`src/rtl/core/u8d_pkg.sv`:
```
// ----------------------------------------------------------------------------
// u8d_pkg
// Shared types and constants for the UTF-8 stream decoder with statistics.
// ----------------------------------------------------------------------------
`timescale 1ns / 1ps

package u8d_pkg;

  localparam int unsigned COUNT_BITS = 16;
  localparam int unsigned CP_W       = 31;
  localparam int unsigned CNT_OUT_W  = 16;
  localparam int unsigned WC_W       = 3;
  localparam int unsigned PEND_W     = 3;
  localparam int unsigned RES_DEPTH  = 4;

  localparam int unsigned S_DATA_W   = 8;
  localparam int unsigned S_USER_W   = 1;
  localparam int unsigned M_DATA_W   = 56;
  localparam int unsigned M_USER_W   = 2;

  localparam logic [CP_W-1:0] WIDE4_MIN = CP_W'(32'h0001_0000);
  localparam logic [CP_W-1:0] WIDE2_MIN = CP_W'(32'h0000_0100);

  localparam logic [WC_W-1:0] WC_ONE  = WC_W'(1);
  localparam logic [WC_W-1:0] WC_TWO  = WC_W'(2);
  localparam logic [WC_W-1:0] WC_FOUR = WC_W'(4);

  typedef enum logic [1:0] {
    KIND_CHAR      = 2'd0,
    KIND_SUMMARY   = 2'd1,
    KIND_MALFORMED = 2'd2
  } kind_e;

  typedef struct packed {
    kind_e                 kind;
    logic [CP_W-1:0]       code_point;
    logic [CNT_OUT_W-1:0]  char_count;
    logic [WC_W-1:0]       width_class;
    logic                  last;
  } result_t;

  typedef struct packed {
    logic [1:0] num;
    result_t    r0;
    result_t    r1;
  } res_pair_t;

endpackage

```
`src/rtl/core/utf8_stream_decoder_with_stats_core.sv`:
```
// ----------------------------------------------------------------------------
// utf8_stream_decoder_with_stats_core
// Decodes a legacy UTF-8 byte stream (1 to 6 byte sequences) into code
// points and reports per-string character count and width class.
// ----------------------------------------------------------------------------
// Channel   Dir  Payload
// s_axis    in   tdata[7:0] byte, tuser[0] byte present, tlast string end
// m_axis    out  tuser[1:0] kind, tdata code/count/width, tlast last result
//
// One input transaction per cycle unless stalled; its results enter the
// queue on the same edge and appear on m_axis the next cycle at the earliest.
// A transaction with a summary after a character yields two results, so the
// output side (one result per cycle unless stalled) sets the rate for those.
// s_axis_tready drops while the 4-entry result queue has fewer than 2 free.
// Reset clears the string state and empties the queue.
// ----------------------------------------------------------------------------
`timescale 1ns / 1ps

module utf8_stream_decoder_with_stats_core #(
  parameter int unsigned CountBits = u8d_pkg::COUNT_BITS
) (
  input  logic                             clk_i,
  input  logic                             rst_ni,
  input  logic                             s_axis_tvalid,
  output logic                             s_axis_tready,
  input  logic [u8d_pkg::S_DATA_W-1:0]     s_axis_tdata,  // [7:0] data_byte
  input  logic [u8d_pkg::S_USER_W-1:0]     s_axis_tuser,  // [0] byte_present
  input  logic                             s_axis_tlast,  // string_end
  output logic                             m_axis_tvalid,
  input  logic                             m_axis_tready,
  // [30:0] code_point, [46:31] char_count, [49:47] width_class, [55:50] zero
  output logic [u8d_pkg::M_DATA_W-1:0]     m_axis_tdata,
  output logic [u8d_pkg::M_USER_W-1:0]     m_axis_tuser,  // [1:0] result_kind
  output logic                             m_axis_tlast   // last_of_run
);

  import u8d_pkg::*;

  logic       fire;
  logic       room;
  res_pair_t  res;
  result_t    head;

  assign s_axis_tready = room;
  assign fire          = s_axis_tvalid && s_axis_tready;

  u8d_step #(
    .CountBits (CountBits)
  ) u_step (
    .clk_i     (clk_i),
    .rst_ni    (rst_ni),
    .fire_i    (fire),
    .byte_i    (s_axis_tdata[7:0]),
    .present_i (s_axis_tuser[0]),
    .end_i     (s_axis_tlast),
    .res_o     (res)
  );

  u8d_resq u_resq (
    .clk_i     (clk_i),
    .rst_ni    (rst_ni),
    .wr_i      (fire),
    .wr_data_i (res),
    .room_o    (room),
    .valid_o   (m_axis_tvalid),
    .ready_i   (m_axis_tready),
    .data_o    (head)
  );

  assign m_axis_tdata = M_DATA_W'({head.width_class, head.char_count, head.code_point});
  assign m_axis_tuser = M_USER_W'(head.kind);
  assign m_axis_tlast = head.last;

endmodule

```
`src/rtl/core/u8d_step.sv`:
```
// ----------------------------------------------------------------------------
// u8d_step
// Per-byte decode step: string state registers and the logic that turns one
// input transaction into zero, one or two results.
// ----------------------------------------------------------------------------
`timescale 1ns / 1ps

module u8d_step #(
  parameter int unsigned CountBits = u8d_pkg::COUNT_BITS
) (
  input  logic                 clk_i,
  input  logic                 rst_ni,
  input  logic                 fire_i,
  input  logic [7:0]           byte_i,
  input  logic                 present_i,
  input  logic                 end_i,
  output u8d_pkg::res_pair_t   res_o
);

  import u8d_pkg::*;

  logic [PEND_W-1:0]     pend_q, pend_d, pend1;
  logic [CP_W-1:0]       acc_q, acc_d, acc1, acc_sh;
  logic [CountBits-1:0]  cnt_q, cnt_d, cnt1;
  logic [CP_W-1:0]       max_q, max_d, max1;
  logic                  disc_q, disc_d, disc1;

  logic                  chr, mal1, mal2, summ;
  logic [CP_W-1:0]       chr_cp;
  logic [PEND_W-1:0]     pend_dec;
  logic [CountBits+CNT_OUT_W-1:0] cnt_ext;
  logic [WC_W-1:0]       wc;
  result_t               first_r, second_r;
  logic                  has_first, has_second;

  assign acc_sh   = {acc_q[CP_W-7:0], byte_i[5:0]};
  assign pend_dec = pend_q - PEND_W'(1);

  always_comb begin
    chr    = 1'b0;
    mal1   = 1'b0;
    chr_cp = '0;
    pend1  = pend_q;
    acc1   = acc_q;
    if (present_i && !disc_q) begin
      if (pend_q == '0) begin
        if (!byte_i[7]) begin
          chr    = 1'b1;
          chr_cp = CP_W'(byte_i);
        end else if (!byte_i[6]) begin
          mal1 = 1'b1;
        end else if (!byte_i[5]) begin
          acc1 = CP_W'(byte_i[4:0]); pend1 = PEND_W'(1);
        end else if (!byte_i[4]) begin
          acc1 = CP_W'(byte_i[3:0]); pend1 = PEND_W'(2);
        end else if (!byte_i[3]) begin
          acc1 = CP_W'(byte_i[2:0]); pend1 = PEND_W'(3);
        end else if (!byte_i[2]) begin
          acc1 = CP_W'(byte_i[1:0]); pend1 = PEND_W'(4);
        end else if (!byte_i[1]) begin
          acc1 = CP_W'(byte_i[0]);   pend1 = PEND_W'(5);
        end else begin
          mal1 = 1'b1;
        end
      end else if (byte_i[7:6] != 2'b10) begin
        mal1 = 1'b1;
      end else begin
        pend1 = pend_dec;
        acc1  = acc_sh;
        if (pend_dec == '0) begin
          chr    = 1'b1;
          chr_cp = acc_sh;
          acc1   = '0;
        end
      end
    end
    if (mal1) begin
      pend1 = '0;
      acc1  = '0;
    end
  end

  assign disc1 = disc_q | mal1;
  assign cnt1  = (chr && cnt_q != '1) ? cnt_q + CountBits'(1) : cnt_q;
  assign max1  = (chr && chr_cp > max_q) ? chr_cp : max_q;

  assign mal2 = end_i && !disc1 && pend1 != '0;
  assign summ = end_i && !disc1 && pend1 == '0;

  assign cnt_ext = {{CNT_OUT_W{1'b0}}, cnt1};

  always_comb begin
    if (max1 >= WIDE4_MIN)     wc = WC_FOUR;
    else if (max1 > WIDE2_MIN) wc = WC_TWO;
    else                       wc = WC_ONE;
  end

  assign has_first  = chr | mal1;
  assign has_second = mal2 | summ;

  always_comb begin
    first_r             = '0;
    first_r.kind        = chr ? KIND_CHAR : KIND_MALFORMED;
    first_r.code_point  = chr_cp;
    first_r.last        = !has_second;

    second_r             = '0;
    second_r.kind        = summ ? KIND_SUMMARY : KIND_MALFORMED;
    second_r.char_count  = summ ? cnt_ext[CNT_OUT_W-1:0] : '0;
    second_r.width_class = summ ? wc : '0;
    second_r.last        = 1'b1;

    res_o.num = 2'(has_first) + 2'(has_second);
    res_o.r0  = has_first ? first_r : second_r;
    res_o.r1  = second_r;
  end

  always_comb begin
    if (end_i) begin
      pend_d = '0;
      acc_d  = '0;
      cnt_d  = '0;
      max_d  = '0;
      disc_d = 1'b0;
    end else begin
      pend_d = pend1;
      acc_d  = acc1;
      cnt_d  = cnt1;
      max_d  = max1;
      disc_d = disc1;
    end
  end

  always_ff @(posedge clk_i or negedge rst_ni) begin
    if (!rst_ni) begin
      pend_q <= '0;
      acc_q  <= '0;
      cnt_q  <= '0;
      max_q  <= '0;
      disc_q <= 1'b0;
    end else if (fire_i) begin
      pend_q <= pend_d;
      acc_q  <= acc_d;
      cnt_q  <= cnt_d;
      max_q  <= max_d;
      disc_q <= disc_d;
    end
  end

endmodule

```
`src/rtl/core/u8d_resq.sv`:
```
// ----------------------------------------------------------------------------
// u8d_resq
// Result queue: takes up to two results per cycle, gives one per ready cycle.
// ----------------------------------------------------------------------------
`timescale 1ns / 1ps

module u8d_resq (
  input  logic                clk_i,
  input  logic                rst_ni,
  input  logic                wr_i,
  input  u8d_pkg::res_pair_t  wr_data_i,
  output logic                room_o,
  output logic                valid_o,
  input  logic                ready_i,
  output u8d_pkg::result_t    data_o
);

  import u8d_pkg::*;

  localparam int unsigned PtrW = $clog2(RES_DEPTH);
  localparam int unsigned CntW = $clog2(RES_DEPTH + 1);

  result_t            mem_q [RES_DEPTH];
  logic [PtrW-1:0]    wr_ptr_q, wr_ptr_d, rd_ptr_q, rd_ptr_d;
  logic [CntW-1:0]    cnt_q, cnt_d;
  logic [1:0]         n_wr;
  logic               rd;

  assign n_wr    = wr_i ? wr_data_i.num : 2'd0;
  assign rd      = valid_o && ready_i;
  assign valid_o = cnt_q != '0;
  assign room_o  = cnt_q <= CntW'(RES_DEPTH - 2);
  assign data_o  = mem_q[rd_ptr_q];

  assign wr_ptr_d = wr_ptr_q + PtrW'(n_wr);
  assign rd_ptr_d = rd_ptr_q + PtrW'(rd);
  assign cnt_d    = cnt_q + CntW'(n_wr) - CntW'(rd);

  always_ff @(posedge clk_i) begin
    if (n_wr != 2'd0) begin
      mem_q[wr_ptr_q] <= wr_data_i.r0;
    end
    if (n_wr == 2'd2) begin
      mem_q[wr_ptr_q + PtrW'(1)] <= wr_data_i.r1;
    end
  end

  always_ff @(posedge clk_i or negedge rst_ni) begin
    if (!rst_ni) begin
      wr_ptr_q <= '0;
      rd_ptr_q <= '0;
      cnt_q    <= '0;
    end else begin
      wr_ptr_q <= wr_ptr_d;
      rd_ptr_q <= rd_ptr_d;
      cnt_q    <= cnt_d;
    end
  end

endmodule

```
`config.mk`:
```
export PLATFORM = sky130hd
export DESIGN_NAME = utf8_stream_decoder_with_stats_core
export DESIGN_NICKNAME = d
export VERILOG_FILES = /design/src/rtl/core/u8d_pkg.sv /design/src/rtl/core/utf8_stream_decoder_with_stats_core.sv /design/src/rtl/core/u8d_step.sv /design/src/rtl/core/u8d_resq.sv
export SDC_FILE = /design/constraint.sdc
export NUM_CORES = 1
export LEC_CHECK = 0
export BUFFER_PORTS_ARGS = -buffer_cell sky130_fd_sc_hd__buf_2
export CAP_MARGIN = 20
export CORE_MARGIN = 4
export CORE_UTILIZATION = 55
export DETAILED_ROUTE_END_ITERATION = 7
export GPL_ROUTABILITY_DRIVEN = 0
export PLACE_DENSITY = 0.81
export SYNTH_ARGS = -nofsm -noshare
export SYNTH_HDL_FRONTEND = slang
export SYNTH_HIERARCHICAL = 1
export SYNTH_SLANG_ARGS = --single-unit
```
`constraint.sdc`:
```
create_clock -name clk_i -period 6.2 [get_ports clk_i]
set_input_delay 1.24 -clock clk_i [delete_from_list [all_inputs] [get_ports clk_i]]
set_output_delay 1.24 -clock clk_i [all_outputs]
set_load 0.02 [all_outputs]
```
==> results of run 1 <==
==> routing by layer <==
layer / vias to the layer above / part of all wire (%)
met4: 2 / 2.0
met5: - / 0.021
li1: 4775 / -
met3: 67 / 6.8
met2: 395 / 48
met1: 5437 / 43
==> logic make-up after synthesis <==
kind of cell	count (synthesis)	synth area share, %
buffers and inverters	174	5.42
other	3	0.0683
muxes	277	22.5
AOI/OAI and AO/OA	156	7.27
adders and majority gates	41	3.16
xor gates and xnor gates	18	0.956
and+or+nand+nor	270	9.46
DFF	295	51.2
==> cells in the final DEF, fill, tap and decap left out, drive strengths merged, types with 15 or more instances in the layout <==
master	synthesis	layout
mux2	213	213
edfxtp	212	212
buf	78	90
dfrtp	83	83
inv	60	62
and3	56	56
mux4	53	53
a22o	45	45
clkbuf	36	42
ha	40	40
conb	3	38
nor2	32	32
nand3	31	31
nand2	29	29
nor3	27	27
a21oi	27	27
nand4	22	22
xnor2	16	16
nor4	16	16
o21ai	16	16
and2	15	15
==> layout make-up <==
type                    instances  area (sq um)
fillers                      2219         11600
flip-flops and latches        295          8450
multi-input cells             800          7330
clock buffers                  42           825
repair buffers                 90           596
well taps                     390           488
inverters                      60           225
clock inverters                12           143
diodes                          1          2.50
==> report_power, final <==
part / leakage (nW) / switching [mW] / total [mW] / internal (mW)
Sequential: 3.00 / 0.287 / 2.81 / 2.52
Combinational: 3.76 / 1.58 / 2.71 / 1.12
Clock: 0.475 / 0.747 / 1.79 / 1.05
==> sequential cells by signal (all words and copies together), names as in the netlist <==
name             flops
u_resq/mem_q       212
u_step/max_q        31
u_step/acc_q        25
u_step/cnt_q        16
u_resq/cnt_q         3
u_step/pend_q        3
u_resq/rd_ptr_q      2
u_resq/wr_ptr_q      2
u_step/disc_q        1
==> worst max-delay path, delay by kind of cell (launching register included) <==
family,cells,cell delay (ns)
compound gates,5,2.01
simple gates,4,1.05
fa+ha+maj,2,0.53
buf+inv,2,0.50
flops,1,0.40
mux,1,0.34
==> per-stage QoR <==
stage / hold slack (ns) / cells / power (mW) / cell area (sq um) / util, %
floorplan: 0.466 / 1269 / 4.78 / 16600 / -
global placement: 0.488 / 1635 / 5.44 / 17100 / 57.6
detailed placement: 0.490 / 1635 / 5.52 / 17100 / 57.6
CTS: 0.505 / 1689 / 7.32 / 18000 / 60.9
global route: 0.526 / 1690 / 7.67 / 18100 / 60.9
finish: 0.516 / 1690 / 7.31 / 18100 / 60.9
==> how the worst min path moves through the flow <==
| stage | start | end | slack, ns |
|---|---|---|---|
| floorplan | u_step/max_q[7]$_DFFE_PN0P_ | u_step/max_q[7]$_DFFE_PN0P_ | 0.47 |
| finish | u_step/max_q[8]$_DFFE_PN0P_ | u_step/max_q[8]$_DFFE_PN0P_ | 0.52 |
| global placement | u_step/max_q[8]$_DFFE_PN0P_ | u_step/max_q[8]$_DFFE_PN0P_ | 0.49 |
| CTS | u_step/max_q[8]$_DFFE_PN0P_ | u_step/max_q[8]$_DFFE_PN0P_ | 0.50 |
| detailed placement | u_step/max_q[8]$_DFFE_PN0P_ | u_step/max_q[8]$_DFFE_PN0P_ | 0.49 |
| global route | u_step/max_q[5]$_DFFE_PN0P_ | u_step/max_q[5]$_DFFE_PN0P_ | 0.53 |
==> metrics.md, run 1 <==
| Metric | Value |
|---|---|
| Outcome | finished clean |
| P&R area growth vs syn | 9.50% |
| FF-to-FF setup slack | around 1.1 ns |
| DR vias/cell | 6.32 |
| First-pass GRT wire length | 61.5 mm |
| Asr flop ratio synth | around 28% |
| Fin nets | 1331 |
| VDD IR max | around 0.27 mV |
| Reg2reg start | u_step/pend_q[0]$_DFFE_PN0P_ |
| Clock sink count | a little under 300 |
| PortBufs | 68 |
| Crit-path cells | inv_1 > ha_1 > nor3_2 > o21a_1 > buf_4 > and3_1 > ha_1 > a21oi_1 > nand2_1 > a221oi_1 > a211oi_2 > nor2_1 > a221oi_1 > mux2_2 |
| Top cells by area, synth | edfxtp_1 (39%), mux2_2 (14%), dfrtp_1 (13%) |
| Count leader, synth | edfxtp_1 |
| Final setup fails | 0 |
| Worst clock skew | about 0.015 ns |
| M1 GR Usage | between 30% and 40% |
| CP Max Fanout | 28 |
| Core ar. | approximately 30000 sq um |
| DRC errors left | 0 |
| Vias | approximately 11000 |
| HPWL Detailed | between 20 and 25 mm |
| Slowest library cell on the worst path | o21a_1 |
| Arrival @ worst endpoint | between 5 and 6 ns |
| Die area | between 30000 and 40000 sq um |
| Sequential area share after synthesis | between 50% and 60% |
| Primary FF master, synth | edfxtp_1 |
| Kind of end point of the critical path | flip-flop |
| Hold depth | 1 |
| Post-Place Setup Slack | roughly 0.88 ns |
| Die Y | about 180 um |
| CTS root buffer | clkbuf_16 |
| Clk Latency, worst-skew pair | 0.56 ns |
| Synth top cells by count | edfxtp_1 (212), mux2_2 (201), dfrtp_1 (83), inv_1 (59), and3_1 (56) |
| Share of layout cells above drive strength 1 | 32.3% |
| Std-Cell Rows | 63 |
| Number of global-route vias before repair | 11000 |
| Slew headroom | approximately a quarter |
| H-tree Lvls | 1 |
| CP Capture Point | u_resq/mem_q[0][1]$_DFFE_PP_ |
| Fmax | between 150 and 200 MHz |
| Share of the synthesized area in the top cell type | 38.6% |
| Setup ws final | about 1.1 ns |
| Final setup TNS | 0 ns |
| Total GRT Usage | 23.0% |
| Reg2reg end | u_resq/mem_q[0][1]$_DFFE_PP_ |
| Slew Viols, Final | 0 |
| First-pass detailed-route iteration total | 7 |
| Req. time, crit path | 6.50 ns |
| Final WL | roughly 38 mm |
| Crit path time final | ~5.1 ns |
| Post-synthesis area per instance | approximately 13 sq um |
| Initial antenna violation count | 2 |
| Hold_buf cts | 0 |
| Worst-path clk slew | 0.07 ns |
| Worst min-delay path category | reg2reg |
| DRT antenna net count | 0 |
| Reg2Reg Depth | 14 |
| Critical Path Start Type | flip-flop |
| Postcts setup bufs | 0 |
| Post-synth EDFFs | 212 |
| Starting Density | between 50% and 60% |
| TritonCTS Buffers | 29 |
| Mapped Area | approximately 16000 sq um |
| Critical path type | reg2reg |
| M3 GR Usage | 3.68% |
| Die W | 181 um |
| Mapped Cells | roughly 1200 |
| Overflow after GRT | 0 |
| Synth area leader | edfxtp_1 |
| Worst-case clock buffer depth | 3 |
| CTS tree | done |
| Final worst path period share | 82.0% |
| Ys Warns | 6 |
| Iter 0 DRT Violations | approximately 1100 |
| Max_cap viols | 0 |
| Crit-path max cell delay | about 0.74 ns |
| Final hold violation count | 0 |
| Yosys cell types | 76 |
| Static leakage | a little over 7 nW |
| Resized cells post-CTS | 0 |
| Unrepaired setup endpoints after global routing | false |
| Worst-margin pin slew | about 1.1 ns |
| GR Util met2 | a little under two fifths |
| Boundary Pins | 75 |
| FF+latch count, synth | between 200 and 300 |
| GR peak layer | met2 |
| WL per Instance | between 20 and 25 um |
| CP Launch Point | u_step/pend_q[0]$_DFFE_PN0P_ |
| PD cells | a little over 400 nW/um^2 |
| Largest net degree at the start of global routing | 59 |
(Power assumes the default switching activity.)
==> run 2: changes to the inputs <==
--- a/config.mk
+++ b/config.mk
@@ -5,6 +5,7 @@
 export SDC_FILE = /design/constraint.sdc
 export NUM_CORES = 1
 export LEC_CHECK = 0
+export ABC_AREA = 1
 export BUFFER_PORTS_ARGS = -buffer_cell sky130_fd_sc_hd__buf_2
 export CAP_MARGIN = 20
 export CORE_MARGIN = 4
==> constraint.sdc (replaced) <==
create_clock -name clk_i -period 5.24 [get_ports clk_i]
set_input_delay 1.048 -clock clk_i [delete_from_list [all_inputs] [get_ports clk_i]]
set_output_delay 1.048 -clock clk_i [all_outputs]
set_load 0.02 [all_outputs]
==> run 2 against run 1 <==
Compared with the run above: power grew 49%; register-to-register slack got worse by 0.71 ns; first-iteration DRC count up 47%; largest cell class unchanged; largest power group is now combinational logic.
==> metrics.md, run 2 <==
| Metric | Value |
|---|---|
| Outcome | finished clean |
| Synth top cells by count | nand2_1 (440), nor2_1 (268), o21ai_0 (256), edfxtp_1 (212), inv_1 (197) |
| Static leakage | 7.36 nW |
| Final worst path period share | between 90 and 100% |
| Reg with most FFs | u_resq/mem_q |
| Final setup fails | 0 |
| Boundary Pins | between 70 and 80 |
| PnR Total Power | between 10 and 15 mW |
| Critical path type | reg2reg |
| Final hold violation count | 0 |
| Share of layout cells above drive strength 1 | 9.27% |
| FF+latch count, synth | 295 |
| Kind of end point of the critical path | flip-flop |
| Mapped Area | roughly 17000 sq um |
| Share of the synthesized area in the top cell type | between 30% and 40% |
| Worst-case clock buffer depth | 3 |
| Max_cap viols | 0 |
| Clk Latency, worst-skew pair | 0.57 ns |
| Worst min-delay path category | in2async |
| Reg2Reg Depth | 30 |
| Max FFs per register | 212 |
| DR vias/cell | about 5.8 |
| Total GRT Usage | 25.5% |
| Die Y | around 180 um |
| Sequential area share after synthesis | approximately half |
| Number of global-route vias before repair | 13900 |
| Die area | around 34000 sq um |
| Primary FF master, synth | edfxtp_1 |
| FF-to-FF setup slack | between 0.4 and 0.5 ns |
| Resized cells post-CTS | 0 |
| Req. time, crit path | approximately 5.6 ns |
| Top flop regs | u_resq/mem_q: 212 flops, u_step/max_q: 31 flops, u_step/acc_q: 25 flops |
| Arrival @ worst endpoint | approximately 5.2 ns |
| Top cells by area, synth | edfxtp_1 (37%), dfrtp_1 (12%), nand2_1 (9.7%) |
| PortBufs | between 60 and 70 |
| CTS root buffer | clkbuf_16 |
| Fin nets | ~2100 |
| Proportion of synthesized area in mux cells | 0% |
| Worst-margin pin slew | about 0.87 ns |
| PD cells | approximately 590 nW/um^2 |
| Worst clock skew | ~0.02 ns |
| Post-synthesis area per instance | 8.27 sq um |
| Slowest library cell on the worst path | dfrtp_1 |
| VDD IR max | between 0.5 and 0.6 mV |
| First-pass GRT wire length | between 70 and 80 mm |
| Asr flop ratio synth | between 20% and 30% |
| Post-synthesis adder-cell area fraction | about 3.1% |
| Hold_buf cts | 0 |
| Yosys cell types | between 40 and 50 |
| Design area | 18300 sq um |
| Most common cell after layout, fill and taps aside | nand2_1 |
| Mapped Cells | just over 2000 |
| Initial antenna violation count | 0 |
| Clock sink count | around 300 |
| HPWL Detailed | 28.4 mm |
| Compound-cell area share of the yosys netlist | ~15% |
| Postcts setup bufs | 0 |
| Synth area leader | edfxtp_1 |
| First-pass detailed-route iteration total | 6 |
| Xor and xnor fraction of the mapped netlist area | 0.877% |
| Largest family of logic cells by synthesized area | simple AND/OR/NAND/NOR gates |
| Slew Viols, Final | 0 |
| CP Max Fanout | 42 |
| Crit path top cell by count | nand2_1 |
| P&R area growth vs syn | 7.83% |
| Core ar. | 30500 sq um |
| CTS tree | done |
| Area of placed instances | roughly 17000 sq um |
| Die W | ~180 um |
| Reg2reg end | u_resq/mem_q[2][1]$_DFFE_PP_ |
| Crit path time final | 4.83 ns |
| Worst-path clk slew | ~0.07 ns |
| Std-Cell Rows | 64 |
| DRC errors left | 0 |
| Post-synth EDFFs | 212 |
| Vias | 14400 |
| Fmax | a little over 200 MHz |
| Iter 0 DRT Violations | around 1700 |
| Ys Warns | 6 |
| Final WL | 43.6 mm |
| Count leader, synth | nand2_1 |
| Starting Density | a little under three fifths |
| CP Launch Point | u_step/pend_q[0]$_DFFE_PN0P_ |
| Commonest cells after routing, fill and taps aside | nand2_1 (436), nor2_1 (268), o21ai_0 (256), edfxtp_1 (212), inv_1 (196) |
| Crit-path max cell delay | 0.44 ns |
| Slew headroom | 42.0% |
| Post-Synth Simple-Gate Area | 20.9% |
| Unrepaired setup endpoints after global routing | false |
| DRT antenna net count | 0 |
| WL per Instance | 17.5 um |
| TritonCTS Buffers | 30 |
| H-tree Lvls | 1 |
| Largest net degree at the start of global routing | between 70 and 80 |
| Reg2reg start | u_step/pend_q[0]$_DFFE_PN0P_ |
| Final setup TNS | 0 ns |
| Overflow after GRT | 0 |
| Critical Path Start Type | flip-flop |
run 2: cell types whose count changed after synthesis, moves of 21 or more:
cell     change
o21ai_0    +243
and3_1      -56
a22o_1      -44
o32ai_1     +21
nor2_1     +239
o21ai_1    +112
mux4_2      -53
nand2_1    +412
o22ai_1     +29
mux2_2     -201
inv_1      +138
nand3_1     +38
run 2: metrics by stage:
step	utilization, %	worst slack [ns]	hold slack (ns)	cells
after floorplan	-	0.814	0.450	2089
final	60.0	0.413	0.492	2490
after CTS	60.0	0.550	0.490	2489
after global placement	56.8	0.412	0.465	2433
after detailed placement	56.8	0.222	0.475	2433
after global routing	60.0	0.0105	0.510	2489
run 2: routing by layer:
layer | share of wire (%) | GRT usage (%)
met2 | 47 | 42.3
met3 | 10 | 4.19
met5 | 0 | 0
met4 | 3.1 | 9.32
met1 | 39 | 34.0
run 2: how the worst max path moves through the flow:
stage                              endpoint  slack (ns)  cells past startpoint
3_3_place_gp   u_resq/mem_q[0][2]$_DFFE_PP_        0.41                     27
3_5_place_dp   u_resq/mem_q[2][1]$_DFFE_PP_        0.22                     26
4_1_cts        u_resq/mem_q[2][1]$_DFFE_PP_        0.55                     30
6_report       u_resq/mem_q[2][1]$_DFFE_PP_        0.41                     30
5_1_grt        u_resq/mem_q[2][1]$_DFFE_PP_        0.01                     30
2_1_floorplan  u_resq/mem_q[0][0]$_DFFE_PP_        0.81                     13
run 2: worst max-delay path, delay by kind of cell (launching register included):
family | cells | cell delay (ns)
AO/OA/AOI/OAI | 1 | 0.10
flip-flops | 1 | 0.44
adder cells (fa/ha/maj) | 2 | 0.48
XOR/XNOR | 1 | 0.29
AND/OR/NAND/NOR | 21 | 2.62
buffers and inverters | 5 | 0.73
run 2: where the power goes:
part | internal [mW] | total, mW | leakage [nW] | switching [mW]
combinational | 1.54 | 5.52 | 3.77 | 3.98
sequential | 3.03 | 3.21 | 3.10 | 0.176
clock | 1.25 | 2.14 | 0.489 | 0.886
run 2: layout make-up:
cell class	count	area (sq um)
clock buffer	45	878
tap	396	495
sequential	295	8450
multi-input combinational	1434	6990
inverter	203	762
antenna	1	2.50
timing repair buffer	105	633
clock inverter	11	111
fill	2493	12200
run 2: cell families after synthesis:
| kind of cell | Yosys count |
|---|---|
| simple gates | 862 |
| fa+ha+maj | 41 |
| compound gates | 476 |
| xor+xnor | 17 |
| flops | 295 |
| other cells | 3 |
| buf+inv | 360 |
==> run 3: changes to the inputs <==
--- a/config.mk
+++ b/config.mk
@@ -5,7 +5,6 @@
 export SDC_FILE = /design/constraint.sdc
 export NUM_CORES = 1
 export LEC_CHECK = 0
-export ABC_AREA = 1
 export BUFFER_PORTS_ARGS = -buffer_cell sky130_fd_sc_hd__buf_2
 export CAP_MARGIN = 20
 export CORE_MARGIN = 4
==> constraint.sdc (replaced) <==
create_clock -name clk_i -period 5.55 [get_ports clk_i]
set_input_delay 1.11 -clock clk_i [delete_from_list [all_inputs] [get_ports clk_i]]
set_output_delay 1.11 -clock clk_i [all_outputs]
set_load 0.02 [all_outputs]
==> run 3 against run 2 <==
Compared with the run above: via count shrank 26%; critical endpoint is now u_resq/mem_q[0][1]$_DFFE_PP_; combinational power shrank 46%; global-route usage shrank 2.3 points; critical path depth shrank 15; power shrank 25%; sequential share of layout area grew 0.60 points; highest routed layer is now met5; die area shrank 2.8%.
==> metrics.md, run 3 (same netlist as run 1, synthesis figures left out) <==
| Metric | Value |
|---|---|
| Max FFs per register | about 210 |
| Sw Ratio | 35.7% |
| VDD IR max | 0.260 mV |
| CTS root buffer | clkbuf_16 |
| Final setup fails | 0 |
| Worst min-delay path category | reg2reg |
| Arrival @ worst endpoint | about 5.3 ns |
| Reg2Reg Depth | 15 |
| DRT antenna net count | 0 |
| Fin nets | roughly 1300 |
| Core ar. | about 30000 sq um |
| Resized cells post-CTS | 0 |
| Final hold violation count | 0 |
| Number of global-route vias before repair | approximately 11000 |
| Clock power share | approximately a quarter |
| Commonest cells after routing, fill and taps aside | edfxtp_1 (212), mux2_2 (201), dfrtp_1 (81), buf_2 (67), inv_1 (59) |
| Critical path type | reg2reg |
| Reg2reg end | u_resq/mem_q[0][1]$_DFFE_PP_ |
| Combinational fraction of design power | between 30% and 40% |
| Die W | 181 um |
| Total internal power | between 5 and 6 mW |
| Vias | about 11000 |
| NetSw | between 2 and 3 mW |
| Hold_buf cts | 0 |
| Postcts setup bufs | 0 |
| Req. time, crit path | 5.97 ns |
| Hold depth | 1 |
| HP Start | u_step/max_q[8]$_DFFE_PN0P_ |
| Reg2reg start | u_step/pend_q[0]$_DFFE_PN0P_ |
| Die Y | 181 um |
| Boundary Pins | 75 |
| FF-to-FF setup slack | about 0.73 ns |
| Seq pwr share | about two fifths |
| Top flop regs | u_resq/mem_q: 212 flops, u_step/max_q: 31 flops, u_step/acc_q: 25 flops |
| Max_cap viols | 0 |
| Starting Density | between 50% and 60% |
| Worst-case clock buffer depth | 3 |
| First-pass detailed-route iteration total | 5 |
| DR vias/cell | approximately 6.3 |
| Crit path time final | 4.82 ns |
| Slew headroom | about a quarter |
| Final worst path period share | between 80 and 90% |
| Final WL | roughly 38 mm |
| Most common cell after layout, fill and taps aside | edfxtp_1 |
| First-pass GRT wire length | roughly 62 mm |
| Std-Cell Rows | between 60 and 70 |
| Largest net degree at the start of global routing | 55 |
| PnR Total Power | around 8.2 mW |
| PD cells | 453 nW/um^2 |
| Iter 0 DRT Violations | 1115 |
| Kind of end point of the critical path | flip-flop |
| H-tree Lvls | 1 |
| Slew Viols, Final | 0 |
| Fmax | 207 MHz |
| Unrepaired setup endpoints after global routing | false |
| CTS tree | done |
| Share of layout cells above drive strength 1 | between 30% and 40% |
| PortBufs | 68 |
| Critical Path Start Type | flip-flop |
| Initial antenna violation count | 1 |
| P&R area growth vs syn | 9.69% |
| Die area | approximately 33000 sq um |
| DRC errors left | 0 |
| Reg with most FFs | u_resq/mem_q |
| Hold EP | u_step/max_q[8]$_DFFE_PN0P_ |
| Clock sink count | 295 |
| CP Max Fanout | 13 |
| Outcome | finished clean |
| Worst clock skew | ~0.012 ns |
| Clk Latency, worst-skew pair | 0.55 ns |
| Static leakage | 7.26 nW |
| CP Launch Point | u_step/pend_q[0]$_DFFE_PN0P_ |
| Ant diodes | 0 |
| TritonCTS Buffers | 29 |
| Total GRT Usage | a little under a quarter |
| WL per Instance | ~23 um |
| HPWL Detailed | between 20 and 25 mm |
| Worst-path clk slew | around 0.06 ns |
| Overflow after GRT | 0 |
| Worst-margin pin slew | roughly 1.1 ns |
| Final setup TNS | 0 ns |
==> run 3: worst max-delay path by stage <==
stage                     slack, ns  cells after the start                            to
after floorplan                0.30                      9  u_resq/mem_q[1][0]$_DFFE_PP_
after global placement         0.97                     14  u_resq/mem_q[0][1]$_DFFE_PP_
after detailed placement       0.85                     13  u_resq/mem_q[2][2]$_DFFE_PP_
after CTS                      0.88                     13  u_resq/mem_q[2][2]$_DFFE_PP_
after global routing           0.34                     15  u_resq/mem_q[3][1]$_DFFE_PP_
final                          0.73                     15  u_resq/mem_q[0][1]$_DFFE_PP_
==> run 3: stage by stage <==
step | worst slack [ns] | util (%) | hold WS [ns] | std cells | area [sq um]
6_report | 0.728 | 61.0 | 0.509 | 1693 | 18100
4_1_cts | 0.877 | 61.0 | 0.509 | 1693 | 18100
3_3_place_gp | 0.967 | 57.7 | 0.486 | 1639 | 17100
2_1_floorplan | 0.299 | - | 0.466 | 1269 | 16600
5_1_grt | 0.344 | 61.0 | 0.535 | 1693 | 18100
3_5_place_dp | 0.853 | 57.7 | 0.492 | 1639 | 17100
==> run 3: metal layers <==
metal	track usage, %	wire, um	vias up
met5	0	7	-
met4	5.82	812	2
met3	4.45	3120	62
met2	36.6	18000	432
met1	33.4	16300	5338
li1	-	-	4785
==> run 3: power by group through the flow <==
stage | logic (mW) | clock network, mW | registers [mW]
2_1_floorplan | 2.35 | 0 | 2.99
4_1_cts | 3.00 | 2.05 | 3.17
5_1_grt | 3.24 | 2.15 | 3.22
3_3_place_gp | 2.89 | 0 | 3.19
3_5_place_dp | 2.97 | 0 | 3.21
6_report | 3.00 | 2.02 | 3.17
==> run 3: layout make-up <==
class                           instances  area, sq um
Clock inverter                         16          194
Sequential cell                       295         8450
Inverter                               60          225
Timing Repair Buffer                   94          613
Multi-Input combinational cell        800         7330
Clock buffer                           38          790
Fill cell                            2196        11600
Tap cell                              390          488
==> run 3: critical path: stages (launching register included) <==
cell and delay (ns):
dfrtp_1 0.41, inv_1 0.16, ha_1 0.27, nor2b_1 0.57, nand2_1 0.25, a21oi_2 0.54, and2_1 0.32, inv_1 0.07
ha_1 0.28, nand3_1 0.08, nor4_1 0.22, nand2b_1 0.19, a311o_1 0.45, a22oi_1 0.18, a221oi_1 0.45, mux2_2 0.25
